--- src/rtl/ksc_pkg.sv ---
// ============================================================================
// ksc_pkg
// Shared types, constants, the key layout lookup and the angle clamp for the key
// strike classifier.
// ============================================================================
package ksc_pkg;

  // Keys and the strike window
  localparam int NUM_KEYS       = 17;
  localparam int WINDOW_SAMPLES = 10;
  localparam int KEY_IDX_W      = (NUM_KEYS > 1) ? $clog2(NUM_KEYS) : 1;
  localparam int CNT_W          = $clog2(WINDOW_SAMPLES + 2);

  // Field widths
  localparam int KEY_W      = 5;
  localparam int PRESSURE_W = 12;
  localparam int ANGLE_W    = 13;
  localparam int TIME_W     = 48;
  localparam int THRESH_W   = 13;
  localparam int KIND_W     = 2;
  localparam int STRIKE_W   = 2;
  localparam int POS_W      = 3;
  localparam int CFG_IDX_W  = 1;

  // Stream word widths, padded to whole bytes
  localparam int IN_DATA_BITS  = KEY_W + PRESSURE_W + 2 * ANGLE_W + TIME_W;
  localparam int IN_DATA_W     = ((IN_DATA_BITS + 7) / 8) * 8;
  localparam int OUT_DATA_BITS = KEY_W + PRESSURE_W + 2 * ANGLE_W + STRIKE_W
                                 + 2 * POS_W + TIME_W;
  localparam int OUT_DATA_W    = ((OUT_DATA_BITS + 7) / 8) * 8;

  // Register indexes
  localparam logic [CFG_IDX_W-1:0] REG_GATE_THRESHOLD = 1'd0;
  localparam logic [CFG_IDX_W-1:0] REG_HARD_THRESHOLD = 1'd1;

  localparam logic [THRESH_W-1:0] GATE_THRESHOLD_RST = 13'd100;
  localparam logic [THRESH_W-1:0] HARD_THRESHOLD_RST = 13'd800;

  // Saturation limits of roll and yaw
  localparam logic signed [ANGLE_W-1:0] ANGLE_MAX = 13'sd2048;
  localparam logic signed [ANGLE_W-1:0] ANGLE_MIN = -13'sd2048;

  typedef enum logic [KIND_W-1:0] {
    EV_START    = 2'd0,
    EV_CONTINUE = 2'd1,
    EV_END      = 2'd2
  } event_kind_t;

  typedef enum logic [STRIKE_W-1:0] {
    STRIKE_NONE  = 2'd0,
    STRIKE_LIGHT = 2'd1,
    STRIKE_HARD  = 2'd2,
    STRIKE_SOFT  = 2'd3
  } strike_t;

  // Key layout: columns holding 4,4,4,4,1 keys
  localparam int LAYOUT_COLS = 5;
  localparam int COL_LEN [LAYOUT_COLS] = '{4, 4, 4, 4, 1};

  typedef struct packed {
    logic [POS_W-1:0] column;
    logic [POS_W-1:0] row;
  } key_pos_t;

  // Column and row of a key, both zero past the end of the layout
  function automatic key_pos_t key_locate(input logic [KEY_W-1:0] key);
    key_pos_t pos;
    int       base;
    logic     found;
    pos   = '0;
    base  = 0;
    found = 1'b0;
    for (int c = 0; c < LAYOUT_COLS; c++) begin
      if (!found && (int'(key) < base + COL_LEN[c])) begin
        pos.column = POS_W'(c + 1);
        pos.row    = POS_W'(int'(key) - base + 1);
        found      = 1'b1;
      end
      base = base + COL_LEN[c];
    end
    return pos;
  endfunction

  // Clamp a raw angle to the range ANGLE_MIN to ANGLE_MAX
  function automatic logic signed [ANGLE_W-1:0] angle_sat(
    input logic signed [ANGLE_W-1:0] v
  );
    logic signed [ANGLE_W-1:0] r;
    r = v;
    if (v > ANGLE_MAX) begin
      r = ANGLE_MAX;
    end else if (v < ANGLE_MIN) begin
      r = ANGLE_MIN;
    end
    return r;
  endfunction

endpackage

--- src/rtl/key_strike_classifier.sv ---
// ============================================================================
// key_strike_classifier
// Per-key note tracking and strike classification over a scanned key stream.
// ============================================================================
// An accepted word goes through the input and result registers to out_tvalid.
// One word per cycle when not stalled; per-key state is read and written back
//   in the same cycle, so samples of the same key may follow back to back.
// Words with a key number past the last key are dropped without a result.
// Reset (rst_n low, synchronous): both stages empty, all per-key state
//   cleared, thresholds back to 100 (gate) and 800 (hard).
module key_strike_classifier
  import ksc_pkg::*;
(
  input  logic                   clk,
  input  logic                   rst_n,

  // Input stream
  input  logic                   in_tvalid,
  output logic                   in_tready,
  // [4:0] key_number, [16:5] pressure, [29:17] roll, [42:30] yaw,
  // [90:43] sample_time, [95:91] zero
  input  logic [IN_DATA_W-1:0]   in_tdata,
  // [0] pressed
  input  logic                   in_tuser,

  // Result stream
  output logic                   out_tvalid,
  input  logic                   out_tready,
  // [4:0] key_out, [16:5] pressure_out, [29:17] roll_out, [42:30] yaw_out,
  // [44:43] strike, [47:45] key_column, [50:48] key_row,
  // [98:51] event_time, [103:99] zero
  output logic [OUT_DATA_W-1:0]  out_tdata,
  // [1:0] event_kind
  output logic [KIND_W-1:0]      out_tuser,

  // Configuration writes
  input  logic                   cfg_we,
  input  logic [CFG_IDX_W-1:0]   cfg_index,
  input  logic [THRESH_W-1:0]    cfg_wdata
);

  // --------------------------------------------------------------------------
  // Configuration registers
  // --------------------------------------------------------------------------
  logic [THRESH_W-1:0] gate_thr_r;
  logic [THRESH_W-1:0] hard_thr_r;

  always_ff @(posedge clk) begin
    if (!rst_n) begin
      gate_thr_r <= GATE_THRESHOLD_RST;
      hard_thr_r <= HARD_THRESHOLD_RST;
    end else if (cfg_we) begin
      unique case (cfg_index)
        REG_GATE_THRESHOLD: gate_thr_r <= cfg_wdata;
        REG_HARD_THRESHOLD: hard_thr_r <= cfg_wdata;
        default: ;
      endcase
    end
  end

  // --------------------------------------------------------------------------
  // Input register
  // --------------------------------------------------------------------------
  logic                         s1_valid_r;
  logic [KEY_W-1:0]             s1_key_r;
  logic                         s1_pressed_r;
  logic [PRESSURE_W-1:0]        s1_pressure_r;
  logic signed [ANGLE_W-1:0]    s1_roll_r;
  logic signed [ANGLE_W-1:0]    s1_yaw_r;
  logic [TIME_W-1:0]            s1_time_r;

  logic out_valid_r;
  logic s1_go;      // the word in the input register moves on this cycle
  logic in_fire;

  // The input register drains whenever the result register is free or being
  // taken; a dropped word drains the same way, it just leaves no result.
  assign s1_go     = s1_valid_r && (!out_valid_r || out_tready);
  assign in_tready = !s1_valid_r || s1_go;
  assign in_fire   = in_tvalid && in_tready;

  always_ff @(posedge clk) begin
    if (!rst_n) begin
      s1_valid_r <= 1'b0;
    end else if (in_tready) begin
      s1_valid_r <= in_tvalid;
    end
  end

  // Payload: no reset, load on accept
  always_ff @(posedge clk) begin
    if (in_fire) begin
      s1_key_r      <= in_tdata[4:0];
      s1_pressure_r <= in_tdata[16:5];
      s1_roll_r     <= in_tdata[29:17];
      s1_yaw_r      <= in_tdata[42:30];
      s1_time_r     <= in_tdata[90:43];
      s1_pressed_r  <= in_tuser;
    end
  end

  // --------------------------------------------------------------------------
  // Per-key state: one entry per key, read and written at the staged key
  // --------------------------------------------------------------------------
  logic [CNT_W-1:0]      cnt_r    [NUM_KEYS];
  logic [PRESSURE_W-1:0] peak_r   [NUM_KEYS];
  logic                  sent_r   [NUM_KEYS];

  logic                  key_ok;
  logic [KEY_IDX_W-1:0]  kidx;
  logic [CNT_W-1:0]      cnt_cur;
  logic [PRESSURE_W-1:0] peak_cur;
  logic                  sent_cur;

  assign key_ok   = (int'(s1_key_r) < NUM_KEYS);
  assign kidx     = s1_key_r[KEY_IDX_W-1:0];
  assign cnt_cur  = key_ok ? cnt_r[kidx]  : '0;
  assign peak_cur = key_ok ? peak_r[kidx] : '0;
  assign sent_cur = key_ok ? sent_r[kidx] : 1'b0;

  // --------------------------------------------------------------------------
  // Classification
  // --------------------------------------------------------------------------
  logic [CNT_W-1:0]      cnt_nxt;
  logic [PRESSURE_W-1:0] peak_nxt;
  logic                  sent_nxt;
  event_kind_t           kind_nxt;
  strike_t               strike_nxt;
  logic [PRESSURE_W-1:0] pres_nxt;
  logic signed [ANGLE_W-1:0] roll_nxt;
  logic signed [ANGLE_W-1:0] yaw_nxt;
  logic [TIME_W-1:0]     time_nxt;
  logic [PRESSURE_W-1:0] peak_upd;
  logic                  sent_mid;

  assign peak_upd = (s1_pressure_r > peak_cur) ? s1_pressure_r : peak_cur;

  always_comb begin
    cnt_nxt    = cnt_cur;
    peak_nxt   = peak_cur;
    sent_nxt   = sent_cur;
    sent_mid   = sent_cur;
    kind_nxt   = EV_CONTINUE;
    strike_nxt = STRIKE_NONE;
    pres_nxt   = '0;
    roll_nxt   = '0;
    yaw_nxt    = '0;
    time_nxt   = s1_time_r;

    if (!s1_pressed_r) begin
      // Release: close the note, end time marked one later
      cnt_nxt  = '0;
      kind_nxt = EV_END;
      time_nxt = s1_time_r + TIME_W'(1);
    end else if (cnt_cur == '0) begin
      // First down sample: open the note, its pressure stays out of the peak
      cnt_nxt    = CNT_W'(1);
      peak_nxt   = '0;
      sent_nxt   = 1'b0;
      kind_nxt   = EV_START;
      strike_nxt = STRIKE_LIGHT;
    end else begin
      peak_nxt = peak_upd;
      pres_nxt = s1_pressure_r;
      roll_nxt = angle_sat(s1_roll_r);
      yaw_nxt  = angle_sat(s1_yaw_r);
      if (cnt_cur < CNT_W'(WINDOW_SAMPLES)) begin
        cnt_nxt = cnt_cur + CNT_W'(1);
      end else begin
        // Window end: check for a hard strike once
        if (cnt_cur == CNT_W'(WINDOW_SAMPLES)) begin
          cnt_nxt = CNT_W'(WINDOW_SAMPLES + 1);
          if ({1'b0, peak_upd} > hard_thr_r) begin
            strike_nxt = STRIKE_HARD;
            sent_mid   = 1'b1;
          end
        end
        // From the window end on: a soft strike, once per note
        if (!sent_mid && ({1'b0, peak_upd} > gate_thr_r)) begin
          strike_nxt = STRIKE_SOFT;
          sent_mid   = 1'b1;
        end
        sent_nxt = sent_mid;
      end
    end
  end

  // Write back the state of the staged key
  always_ff @(posedge clk) begin
    if (!rst_n) begin
      for (int k = 0; k < NUM_KEYS; k++) begin
        cnt_r[k]  <= '0;
        peak_r[k] <= '0;
        sent_r[k] <= 1'b0;
      end
    end else if (s1_go && key_ok) begin
      cnt_r[kidx]  <= cnt_nxt;
      peak_r[kidx] <= peak_nxt;
      sent_r[kidx] <= sent_nxt;
    end
  end

  // --------------------------------------------------------------------------
  // Result register
  // --------------------------------------------------------------------------
  key_pos_t              pos;
  logic [OUT_DATA_W-1:0] out_data_nxt;
  logic [OUT_DATA_W-1:0] out_data_r;
  logic [KIND_W-1:0]     out_kind_r;

  assign pos = key_locate(s1_key_r);

  assign out_data_nxt = {
    (OUT_DATA_W - OUT_DATA_BITS)'(0),
    time_nxt,
    pos.row,
    pos.column,
    strike_nxt,
    yaw_nxt,
    roll_nxt,
    pres_nxt,
    s1_key_r
  };

  always_ff @(posedge clk) begin
    if (!rst_n) begin
      out_valid_r <= 1'b0;
    end else if (s1_go) begin
      out_valid_r <= key_ok;
    end else if (out_tready) begin
      out_valid_r <= 1'b0;
    end
  end

  // Hold the word while stalled, load on advance
  always_ff @(posedge clk) begin
    if (s1_go && key_ok) begin
      out_data_r <= out_data_nxt;
      out_kind_r <= kind_nxt;
    end
  end

  assign out_tvalid = out_valid_r;
  assign out_tdata  = out_data_r;
  assign out_tuser  = out_kind_r;

endmodule

--- config.mk ---
export PLATFORM = sky130hd
export DESIGN_NAME = key_strike_classifier
export DESIGN_NICKNAME = d
export VERILOG_FILES = /design/src/rtl/ksc_pkg.sv /design/src/rtl/key_strike_classifier.sv
export SDC_FILE = /design/constraint.sdc
export NUM_CORES = 1
export LEC_CHECK = 0
export BUFFER_PORTS_ARGS = -buffer_cell sky130_fd_sc_hd__clkbuf_2
export CAP_MARGIN = 40
export CELL_PAD_IN_SITES_DETAIL_PLACEMENT = 0
export CELL_PAD_IN_SITES_GLOBAL_PLACEMENT = 1
export CORE_UTILIZATION = 51
export DETAILED_ROUTE_END_ITERATION = 6
export MAX_ROUTING_LAYER = met4
export PLACE_DENSITY = 0.76
export SETUP_SLACK_MARGIN = 0.02
export SYNTH_ARGS = -nofsm -noshare
export SYNTH_HDL_FRONTEND = slang
export SYNTH_SLANG_ARGS = --single-unit
--- constraint.sdc ---
create_clock -name clk -period 7.1 [get_ports clk]
set_input_delay 0.355 -clock clk [delete_from_list [all_inputs] [get_ports clk]]
set_output_delay 0.355 -clock clk [all_outputs]
set_load 0.05 [all_outputs]
==> flow_summary.yaml, run 1 <==
status:
  outcome: "complete, no violations"
synth:
  synth-seq-cells: 770
  synthDistinctLibCells: 68
  synth_commonest_cells: "720 x edfxtp_1, 193 x nor3_1, 146 x mux4_2, 140 x nand2_1, 130 x nor2_1"
  async_flop_share_pct: 0
  synth_most_common_cell: "edfxtp_1"
  yosys.area.top_type: "edfxtp_1"
  seq_area_frac_synth_pct: 68.4
  synth-edff-count: 720
  yosysTopAreaCellShare_pct: 65.4
  syn_area_um2: 33100
  syn_avg_cell_area_um2: 15.9
  syn_inst: 2076
  yosysWarnings: 0
  synth_ff_type: "edfxtp_1"
  ys_top_cells_by_area: "edfxtp_1 65%, mux4_2 9.9%, dfxtp_1 3.0%"
timing:
  worst_pin_slew_ns: 0.941
  tns_ns: 0
  rsz0062_at_grt: "no"
  hold_violations: 0
  post-route-period-util_pct: 91.0
  slew_headroom_pct: 37.1
  fin_skew_ns: 0.0273
  period_minus_slack_ns: 6.46
  setup_viol: 0
  clock.fmax_mhz: 155
  maxSlewViolCount: 0
placement:
  gp_congestion: 0.886
  portBuffers: 213
  dp_hpwl_mm: 52.6
cts:
  cts_max_level: 3
  clk_latency_ns: 0.64
  numCtsBuffers: 80
  cts_root_buf: "clkbuf_16"
  cts_tree: "done"
  cts.sinks: 770
  clockBufferDepth: 3
  post_cts_buffers: 0
  clk_pin_slew_ns: 0.06
routing:
  drt_iter0_markers: 2079
  dr.pass1.iters: 7
  avgViaCountPerCell: 5.62
  ant_nets: 0
  vias: 19900
  routed_wl_mm: 79.8
  drc: 0
  wire_per_inst_um: 22.6
worst_setup_path:
  cp_slowest_cell: "dfxtp_4"
  critPathBufInv: 4
  cp-start-kind: "register"
  endpoint_kind: "register"
  cpLargestDelayFamily: "compound AO/OA/AOI/OAI gates"
  worst_path_most_repeated_cell: "buf_4"
  critPathKind: "reg2reg"
  worst_ep_required_time_ns: 7.47
  arrival_ns: 6.83
  crit_fanout: 19
  path_cells: "buf_4 > mux4_2 > mux4_2 > a22o_1 > inv_1 > ha_1 > a21o_1 > a21o_1 > a21oi_1 > a31oi_1 > buf_4 > o21ai_0 > ha_1 > nor2b_1 > o21a_1 > o21a_1 > o211ai_1 > a211oi_1 > nor2_2 > o21ai_1 > buf_4"
  slowest_delay_ns: 0.66
floorplan:
  io_pins: 224
  coreArea_um2: 63500
  rows: 92
  start_util_pct: 52.0
  die_area_um2: 65900
  die_h_um: 257
  die_w_um: 257
pwr:
  p_per_area_nw_per_um2: 276
  irDropWorstVdd_mv: 0.221
  power_leakage_nw: 14.6
final_layout:
  ff_latch_area_um2: 22600
  final_util_pct: 62.7
  syn_to_final_growth_pct: 20.5
  drive_above_1_share_pct: 23.7
  multiInputGateArea_um2: 10200
  fin_nets: 2783
  fillers: 4684
grt:
  grt_max_degree: 151
  antenna_found_initial: 1
  track_usage_pct: 25.3
  met3_usage_pct: 4.95
  gr-max-usage-layer: "met2"
  use_met1_pct: 33.7
  grt_pass1_vias: 20000
  met2_usage_pct: 39.3
  gr-total-overflow: 0
  grt_pass1_wl_mm: 121
run:
  cap_violations: 0
hold_path:
  hp-class: "in2reg"
  hp-start: "in_tvalid"
path summary, 6_finish.rpt:
| kind | to | slack (ns) | cells after the start |
|---|---|---|---|
| min reg2reg | gate_thr_r[11] | 0.47 | 2 |
| max | sent_r[20] | 0.64 | 21 |
| max reg2reg | sent_r[20] | 0.64 | 21 |
| min | s1_valid_r | 0.02 | 3 |
power breakdown:
| group | switching [mW] | internal [mW] |
|---|---|---|
| clock network | 1.77 | 2.40 |
| logic | 0.881 | 0.527 |
| registers | 0.111 | 5.32 |
| total | 2.76 | 8.24 |
state kept, by name, summed over array words and instances, names as in the netlist, 12 cells and up, named ones only:
register / flops
peak_r: 384
cnt_r: 128
out_tdata: 99
s1_time_r: 48
sent_r: 32
gate_thr_r: 13
hard_thr_r: 13
s1_roll_r: 13
s1_yaw_r: 13
s1_pressure_r: 12
cell families (layout without fill, tap and decap cells):
kind of cell / Yosys count / after routing / share of synthesized area [%]
compound gates: 156 / 156 / 3.58
other cells: 1 / 210 / 0.0113
fa+ha+maj: 44 / 44 / 1.66
buf+inv: 207 / 611 / 3.27
flops: 770 / 770 / 68.4
xor+xnor: 47 / 47 / 1.24
simple gates: 651 / 651 / 9.72
mux: 200 / 200 / 12.1
final cells by class:
cell class                      count  area share, %
Antenna cell                        1        0.00628
Clock inverter                     42          0.980
Inverter                           51          0.487
Clock buffer                      105           5.57
Tap cell                          846           2.66
Timing Repair Buffer              413           7.95
Multi-Input combinational cell   1307           25.6
Sequential cell                   770           56.8
per-layer routing:
layer	vias to the layer above	routed length, µm
li1	8948	-
met4	0	2780
met5	-	0
met3	161	6010
met1	9977	33000
met2	797	38000
worst reg2reg max path, stage by stage, from the launching register on:
cell and delay (ns):
dfxtp_4 0.66, buf_4 0.32, mux4_2 0.51, mux4_2 0.57, a22o_1 0.37, inv_1 0.12
ha_1 0.25, a21o_1 0.16, a21o_1 0.17, a21oi_1 0.27, a31oi_1 0.18, buf_4 0.21
o21ai_0 0.46, ha_1 0.35, nor2b_1 0.13, o21a_1 0.15, o21a_1 0.16, o211ai_1 0.16
a211oi_1 0.18, nor2_2 0.47, o21ai_1 0.13, buf_4 0.21
layout by cell type (no fill, tap or decap), drive strengths merged, types with 7 or more instances in the layout:
cell           n
edfxtp       720
clkbuf       318
nor3         212
conb         209
mux4         147
nand2        140
nor2         132
dlygate4sd3  105
buf           94
inv           53
dfxtp         50
nand3         47
mux2i         47
ha            44
xnor2         36
clkinv        32
and3          31
and2          25
nand4         24
o21ai         22
o211ai        21
a21boi        21
a22oi         14
a21oi         13
a22o          12
nor2b         12
a21o          11
xor2          11
nor4           8
o2111ai        8
o221ai         7
what timing repair did:
item                                    CTS  global route
hold buffers                            105             0
endpoints found under the hold margin   123             0
resized for setup                         0             1
endpoints found under the setup margin    0            15
per-stage QoR:
stage / area, µm² / setup WS (ns) / total power [mW] / hold slack (ns) / std cells
6_report: 39900 / 0.636 / 11.0 / 0.0202 / 3535
5_1_grt: 39900 / 0.217 / 11.4 / 0.0402 / 3535
4_1_cts: 39800 / 0.308 / 11.1 / 0.00280 / 3533
3_5_place_dp: 36200 / 0.312 / 6.87 / 0.463 / 3281
3_3_place_gp: 35700 / 0.404 / 6.80 / 0.455 / 3259
2_1_floorplan: 33800 / 1.12 / 6.44 / 0.424 / 2284
Note: power is estimated with default switching activity, not from simulation.
==> run 2: changes to the inputs <==
Settings changed: CELL_PAD_IN_SITES_DETAIL_PLACEMENT 0 to not set, CELL_PAD_IN_SITES_GLOBAL_PLACEMENT 1 to not set, CORE_UTILIZATION 51 to 52, PLACE_DENSITY 0.76 to 0.67.
==> run 2 against run 1 <==
- non-clock buffer count shrank 8
- sequential cell count unchanged
- die area down 1.9%
- first-iteration DRC count is 6.6% lower
- clock skew down 0.0024 ns
- critical path type unchanged
- cell area about the same
- via count up 1.6%
- fmax hardly changed
- hold slack better by 0.024 ns
- clock power barely moved
- highest routed layer unchanged
- worst setup slack better by 0.0045 ns
==> flow_summary.yaml, run 2 (synthesis gave the netlist of run 1 again) <==
run:
  cap_violations: 0
timing:
  tns_ns: 0
  post-route-period-util_pct: 91.0
  worst_pin_slew_ns: 0.884
  hold_violations: 0
  period_minus_slack_ns: 6.46
  maxSlewViolCount: 0
  rsz0062_at_grt: "no"
  clock.fmax_mhz: 155
  slew_headroom_pct: 41.0
  fin_skew_ns: 0.0249
  setup_viol: 0
worst_setup_path:
  critPathKind: "reg2reg"
  crit_fanout: 28
  cp-start-kind: "register"
  endpoint_kind: "register"
  arrival_ns: 6.76
  worst_ep_required_time_ns: 7.40
placement:
  portBuffers: 213
  dp_hpwl_mm: 51.0
  gp_congestion: 0.874
cts:
  clk_pin_slew_ns: 0.06
  clockBufferDepth: 3
  numCtsBuffers: 80
  clk_latency_ns: 0.64
  cts_max_level: 3
  cts.sinks: 770
  cts_root_buf: "clkbuf_16"
  cts_tree: "done"
  post_cts_buffers: 0
grt:
  antenna_found_initial: 0
  track_usage_pct: 26.1
  grt_max_degree: 78
  gr-total-overflow: 0
  grt_pass1_vias: 20200
  grt_pass1_wl_mm: 120
routing:
  dr.pass1.iters: 7
  avgViaCountPerCell: 5.73
  routed_wl_mm: 80.5
  drc: 0
  vias: 20200
  wire_per_inst_um: 22.8
  drt_iter0_markers: 1941
  ant_nets: 0
final_layout:
  final_util_pct: 63.3
  fin_nets: 2775
  largest_reg_flops: 384
  antenna_cells: 0
  syn_to_final_growth_pct: 20.6
  largest_register: "peak_r"
  layout_commonest_cell: "edfxtp_1"
  layout_common_cells: "720 x edfxtp_1, 213 x clkbuf_2, 209 x conb_1"
  drive_above_1_share_pct: 23.2
floorplan:
  die_area_um2: 64600
  io_pins: 224
  die_w_um: 254
  start_util_pct: 52.5
  die_h_um: 254
  rows: 92
  coreArea_um2: 63000
status:
  outcome: "complete, no violations"
pwr:
  irDropWorstVdd_mv: 0.194
  power_leakage_nw: 14.6
  p_per_area_nw_per_um2: 276
hold_path:
  hp-class: "in2reg"
run 2: worst max-delay path, stage by stage, from the launching register on:
cell      delay [ns]
dfxtp_4         0.79
buf_4           0.39
mux4_2          0.54
mux4_2          0.46
a22o_1          0.25
inv_1           0.10
ha_1            0.25
a21o_1          0.17
a21o_1          0.17
a21oi_1         0.30
a31oi_1         0.17
buf_4           0.21
nand2_1         0.07
o21ai_0         0.19
ha_1            0.34
nand4_1         0.12
nor2_1          0.22
a221oi_1        0.12
a211oi_1        0.38
nor2_1          0.16
o21ai_1         0.70
run 2: path summary, 6_finish.rpt:
path / startpoint / end / slack, ns / cells past startpoint
setup / recovery: register / sent_r[17] / 0.64 / 20
hold / removal: in_tvalid / s1_valid_r / 0.04 / 3
setup reg to reg: register / sent_r[17] / 0.64 / 20
hold reg to reg: gate_thr_r[10] / gate_thr_r[10] / 0.47 / 2
run 2: final cells by class:
type	count	area, µm²
timing repair buffer	405	3180
fill	4564	23100
multi-input combinational	1307	10200
tap	846	1060
clock inverter	47	450
inverter	51	194
sequential	770	22600
clock buffer	102	2180
run 2: routing by layer:
| metal | part of all wire, % | global-route usage [%] |
|---|---|---|
| met5 | 0 | - |
| met4 | 3.8 | 11.1 |
| met3 | 8.3 | 4.06 |
| met2 | 49 | 42.6 |
| met1 | 39 | 32.6 |
run 2: repair_timing:
item / 4_1_cts / 5_1_grt
hold endpoints to repair: 121 / 0
hold buffers: 105 / 0
gates resized for setup: 0 / 0
run 2: report_power, final:
group          switching (mW)  internal [mW]  leakage, nW
Sequential              0.117           5.32         7.60
Clock                    1.74           2.44         1.28
Combinational           0.859          0.529         5.73
Total                    2.72           8.28         14.6
run 2: per-stage QoR:
step	instance area, µm²	hold WS (ns)	std cells	setup WS [ns]	total power, mW
floorplan	33800	0.424	2284	1.12	6.44
global placement	35700	0.457	3249	0.731	6.78
detailed placement	36200	0.464	3274	0.601	6.86
CTS	39900	0.00555	3528	0.549	11.1
global route	39900	0.0316	3528	0.0597	11.4
finish	39900	0.0445	3528	0.641	11.0
